--- config.mk ---
export PLATFORM = sky130hd
export DESIGN_NAME = pmet_ctrl
export DESIGN_NICKNAME = d
export VERILOG_FILES = /design/src/sv/pmet_pkg.sv /design/src/sv/pmet_ctrl.sv
export SDC_FILE = /design/constraint.sdc
export NUM_CORES = 1
export LEC_CHECK = 0
export BUFFER_PORTS_ARGS = -buffer_cell sky130_fd_sc_hd__buf_2
export CAP_MARGIN = 20
export CORE_AREA = 2 2 39 41
export CTS_BUF_LIST = sky130_fd_sc_hd__clkbuf_4
export CTS_CLUSTER_DIAMETER = 80
export DETAILED_ROUTE_END_ITERATION = 6
export DIE_AREA = 0 0 41 43
export GPL_TIMING_DRIVEN = 0
export HOLD_SLACK_MARGIN = 0.12
export PLACE_DENSITY = 0.44
export SLEW_MARGIN = 20
export SYNTH_ARGS = -nofsm -noshare
export SYNTH_HDL_FRONTEND = slang
export SYNTH_SLANG_ARGS = --single-unit
export TNS_END_PERCENT = 5
--- constraint.sdc ---
create_clock -name clk_i -period 1.5 [get_ports clk_i]
set_input_delay 0.3 -clock clk_i [delete_from_list [all_inputs] [get_ports clk_i]]
set_output_delay 0.3 -clock clk_i [all_outputs]
set_load 0.005 [all_outputs]
--- src/sv/pmet_pkg.sv ---
// ----------------------------------------------------------------------------
// Peer misbehavior exclusion table package
// Shared types, register codes and control records for the table blocks.
// ----------------------------------------------------------------------------
package pmet_pkg;

  localparam int unsigned AddrW  = 64;
  localparam int unsigned TickW  = 48;
  localparam int unsigned ScoreW = 16;
  localparam int unsigned SpanW  = 24;
  localparam int unsigned ShareW = 9;
  localparam int unsigned PeersW = 16;
  localparam int unsigned OccW   = 9;
  localparam int unsigned ProdW  = SpanW + ScoreW;
  localparam int unsigned LimW   = PeersW + ShareW - 8;
  localparam int unsigned PaddrW = 4;
  localparam int unsigned PdataW = 32;

  localparam logic [1:0] REG_SCORE_THRESHOLD = 2'd0;
  localparam logic [1:0] REG_EXCLUSION_SPAN  = 2'd1;
  localparam logic [1:0] REG_FORGET_SPAN     = 2'd2;
  localparam logic [1:0] REG_PEER_SHARE_Q8   = 2'd3;

  localparam logic [ScoreW-1:0] ScoreMax = '1;

  typedef enum logic [1:0] {
    KIND_REPORT = 2'd0,
    KIND_CHECK  = 2'd1,
    KIND_REMOVE = 2'd2
  } kind_e;

  typedef enum logic [3:0] {
    ST_CLEAR,
    ST_IDLE,
    ST_TRIM,
    ST_TSCAN,
    ST_EVICT,
    ST_SCAN,
    ST_MUL,
    ST_COMMIT
  } state_e;

  typedef struct packed {
    logic [ScoreW-1:0] score_threshold;
    logic [SpanW-1:0]  exclusion_span;
    logic [SpanW-1:0]  forget_span;
    logic [ShareW-1:0] peer_share_q8;
  } cfg_t;

  typedef struct packed {
    logic              valid;
    logic [AddrW-1:0]  addr_high;
    logic [AddrW-1:0]  addr_low;
    logic [TickW-1:0]  deadline;
    logic [ScoreW-1:0] score;
  } rec_t;

  typedef struct packed {
    logic load;
    logic scan_start;
    logic evict;
    logic mul;
    logic commit;
  } cmd_t;

  typedef struct packed {
    logic clear_busy;
    logic scan_done;
    logic trim_needed;
    logic out_busy;
  } sts_t;

endpackage

--- src/sv/pmet_ctrl.sv ---
// ----------------------------------------------------------------------------
// Table controller
// Sequences clearing, trimming scans, lookup scans, multiply and commit.
// ----------------------------------------------------------------------------
module pmet_ctrl (
  input  logic           clk_i,
  input  logic           rst_ni,
  input  logic           in_valid_i,
  output logic           in_ready_o,
  input  pmet_pkg::sts_t sts_i,
  output pmet_pkg::cmd_t cmd_o
);

  pmet_pkg::state_e state_q, state_d;

  always_ff @(posedge clk_i or negedge rst_ni) begin
    if (!rst_ni) begin
      state_q <= pmet_pkg::ST_CLEAR;
    end else begin
      state_q <= state_d;
    end
  end

  always_comb begin
    state_d    = state_q;
    cmd_o      = '0;
    in_ready_o = 1'b0;
    unique case (state_q)
      pmet_pkg::ST_CLEAR: begin
        if (!sts_i.clear_busy) state_d = pmet_pkg::ST_IDLE;
      end
      pmet_pkg::ST_IDLE: begin
        in_ready_o = 1'b1;
        if (in_valid_i) begin
          cmd_o.load = 1'b1;
          state_d    = pmet_pkg::ST_TRIM;
        end
      end
      pmet_pkg::ST_TRIM: begin
        cmd_o.scan_start = 1'b1;
        state_d = sts_i.trim_needed ? pmet_pkg::ST_TSCAN : pmet_pkg::ST_SCAN;
      end
      pmet_pkg::ST_TSCAN: begin
        if (sts_i.scan_done) state_d = pmet_pkg::ST_EVICT;
      end
      pmet_pkg::ST_EVICT: begin
        cmd_o.evict = 1'b1;
        state_d     = pmet_pkg::ST_TRIM;
      end
      pmet_pkg::ST_SCAN: begin
        if (sts_i.scan_done) state_d = pmet_pkg::ST_MUL;
      end
      pmet_pkg::ST_MUL: begin
        cmd_o.mul = 1'b1;
        state_d   = pmet_pkg::ST_COMMIT;
      end
      pmet_pkg::ST_COMMIT: begin
        if (!sts_i.out_busy) begin
          cmd_o.commit = 1'b1;
          state_d      = pmet_pkg::ST_IDLE;
        end
      end
      default: state_d = pmet_pkg::ST_CLEAR;
    endcase
  end

endmodule

==> flow_summary_export.csv <==
group,metric,value,unit
floorplan,die_w,41,µm
sta,max_clock_freq,0.683,GHz
floorplan,die_h,43,µm
detailed_routing,ant_nets,0,
worst_setup_path,cp_cell_sequence,"nand2b_4 -> nor3b_2 -> buf_2",
synth,ys_seq_elements,3,
floorplan,initial_core_util,19.7,%
cells_and_area,finalCoreUtilization,30.2,%
worst_setup_path,end_kind,"primary output",
synth,yosys_warnings,0,
sta,grt_setup_unrepaired,"no",
clocking,cts_sinks,3,
synth,syn_avg_cell_area,8.52,µm²
clocking,cts_root_buf,"clkbuf_4",
worst_setup_path,critPathKind,"reg2out",
detailed_routing,dr.pass1.iters,3,
worst_setup_path,required,1.20,ns
sta,finalSetupViolCount,0,
clocking,cts.clk_slew.worst_paths,0.04,ns
sta,finClkSkew,0.00596,ns
sta,period_needed,1.46,ns
cells_and_area,largest-register,"state_q",
sta,drv_slew,0,
global_route,grt_max_degree,11,
sta,report.final.hold_viol_count,0,
worst_setup_path,r2r_slack,0.07,ns
global_route,first_global_vias,239,
worst_setup_path,slowest_stage,"dfrtp_1",
synth,seq_area_frac_synth,27.5,%
placed_design,place_area,353,µm²
floorplan,core,1380,µm²
synth,syn_inst,32,
cells_and_area,num_antenna_cells,0,
clocking,clockBufferDepth,2,
power,powerDensity,2070,nW/µm²
clocking,cts_tree,"built",
cells_and_area,largestRegisters,"state_q x3",
sta,slew_headroom,87.5,%
worst_setup_path,critPathBufInv,1,
synth,synth_cell_types,16,
power,irDropWorstVdd,0.446,mV
cells_and_area,fin_area,418,µm²
global_route,overflow,0,
global_route,gr-usage-all-layers,9.06,%
sta,tightest_slew,0.186,ns
sta,setup_tns,0,ns
detailed_routing,wl,676,µm
clocking,cts_inserted_buffers,3,
detailed_routing,drc,0,
detailed_routing,drt_iter0_drc,4,
floorplan,die_area,1760,µm²
sta,finalCritPeriodShare,97.6,%
worst_setup_path,start_kind,"register",
cells_and_area,fin_nets,60,
cells_and_area,final_layout_size_suffix_gt1_share,50.0,%
placed_design,gp_congestion,0.597,
placed_design,post-dp-hpwl,476,µm
synth,syn_nets,39,
power,cellLeakagePower,0.207,nW
sta,layout_setup_ws,0.0359,ns
floorplan,rows,14,
worst_setup_path,slowest_delay,0.41,ns
placed_design,post-place-ws,0.192,ns
global_route,grt_pass1_wl,979,µm
synth,syn_area,273,µm²
worst_setup_path,crit_family,"flip-flops",
flow_run,cap_violations,0,
cells_and_area,area_growth,53.2,%
global_route,grt_antenna_before_repair,0,
floorplan,io_pins,13,
worst_setup_path,r2r_cells,5,
worst_setup_path,worstReg2RegStart,"state_q[2]",
hold_path,hold_path.class,"in2async",
worst_setup_path,arrival,1.16,ns
run_status,status,"finished clean",
clocking,htreeDepth,1,
worst_setup_path,critPathMaxFanout,4,
detailed_routing,vias_per_cell,4.38,
worst_setup_path,r2r_end,"state_q[1]",
clocking,clk_latency,0.24,ns
placed_design,portBuffers,12,
cells_and_area,largest_reg_flops,3,
detailed_routing,vias,298,
detailed_routing,avgRoutedWirePerCell,9.94,µm
-- worst max-delay path by stage --
stage | from | end | slack, ns | depth (start not counted)
2_1_floorplan | state_q[2] | state_q[1] | 0.26 | 4
3_3_place_gp | state_q[2] | state_q[1] | 0.20 | 4
3_5_place_dp | state_q[2] | state_q[1] | 0.19 | 4
4_1_cts | state_q[2] | cmd_o[0] | 0.02 | 4
5_1_grt | state_q[2] | cmd_o[4] | 0.003 | 3
6_report | state_q[2] | cmd_o[4] | 0.04 | 3
-- stage by stage --
step,hold WS [ns],power [W],instances
5_1_grt,0.405,0.000940,68
2_1_floorplan,0.00441,0.000528,32
3_5_place_dp,0.0961,0.000648,60
4_1_cts,0.375,0.000842,66
6_report,0.385,0.000867,68
3_3_place_gp,0.0969,0.000655,60
-- worst register-to-register path, cell delays in order, from the launching register on --
cell and delay [ns]:
dfrtp_1 0.41, buf_6 0.14, buf_4 0.13, nand3_2 0.06, o31ai_1 0.06, or4_1 0.51
-- where the power goes --
| group | total, W | switching (W) | leakage (nW) | internal, W |
|---|---|---|---|---|
| Clock | 0.000165 | 0.0000467 | 0.0184 | 0.000118 |
| Sequential | 0.000155 | 0.0000310 | 0.0351 | 0.000124 |
| Combinational | 0.000547 | 0.000258 | 0.153 | 0.000289 |
-- final cells by class --
class | instances | area (µm²)
multi-input cells | 26 | 169
repair buffers | 16 | 90.1
fillers | 157 | 966
flip-flops and latches | 3 | 75.1
clock buffers | 4 | 30.0
plain buffers | 3 | 33.8
well taps | 16 | 20.0
-- cell families after synthesis --
| family | share of synthesized area, % |
|---|---|
| compound gates | 16.1 |
| buf+inv | 12.4 |
| flops | 27.5 |
| mux | 3.67 |
| simple gates | 40.4 |
-- repair_timing --
item	in CTS	in global routing
hold buffers	1	0
endpoints found under the setup margin	1	1
resized for setup	0	1
endpoints found under the hold margin	3	0
gates cloned	0	1
setup buffers	1	1
-- layout by cell type (no fill, tap or decap) --
cell type      synthesis  routed
nand2b_1               1       1
dlygate4sd3_1          0       1
buf_2                  0      13
nand2b_4               1       1
o21bai_1               1       1
nor3b_1                3       2
buf_4                  0       2
or4_1                  1       1
a211oi_1               1       1
a21oi_1                3       3
mux2i_1                1       1
nand3_2                1       1
dfrtp_1                3       3
nor2_1                 7       7
o22ai_1                1       1
nor3b_2                1       2
clkbuf_4               0       4
buf_6                  3       3
o31ai_1                1       1
nand2_1                3       3
-- Yosys cell counts --
cell type	instances	area [µm²]
a211oi_1	1	7.51
a21oi_1	3	15.0
buf_6	3	33.8
dfrtp_1	3	75.1
mux2i_1	1	10.0
nand2_1	3	11.3
nand2b_1	1	6.26
nand2b_4	1	13.8
nand3_2	1	10.0
nor2_1	7	26.3
nor3b_1	3	22.5
nor3b_2	1	12.5
o21bai_1	1	7.51
o22ai_1	1	6.26
o31ai_1	1	7.51
or4_1	1	7.51
-- metal layers --
metal | global-route usage, % | vias to the layer above | part of all wire (%)
met3 | 3.14 | 2 | 8.4
met1 | 10.1 | 131 | 43
met4 | 10.0 | 0 | 3.1
met5 | 0 | - | 0
met2 | 11.9 | 12 | 45
li1 | - | 153 | -
No activity file was read; power rests on OpenSTA's default activity.
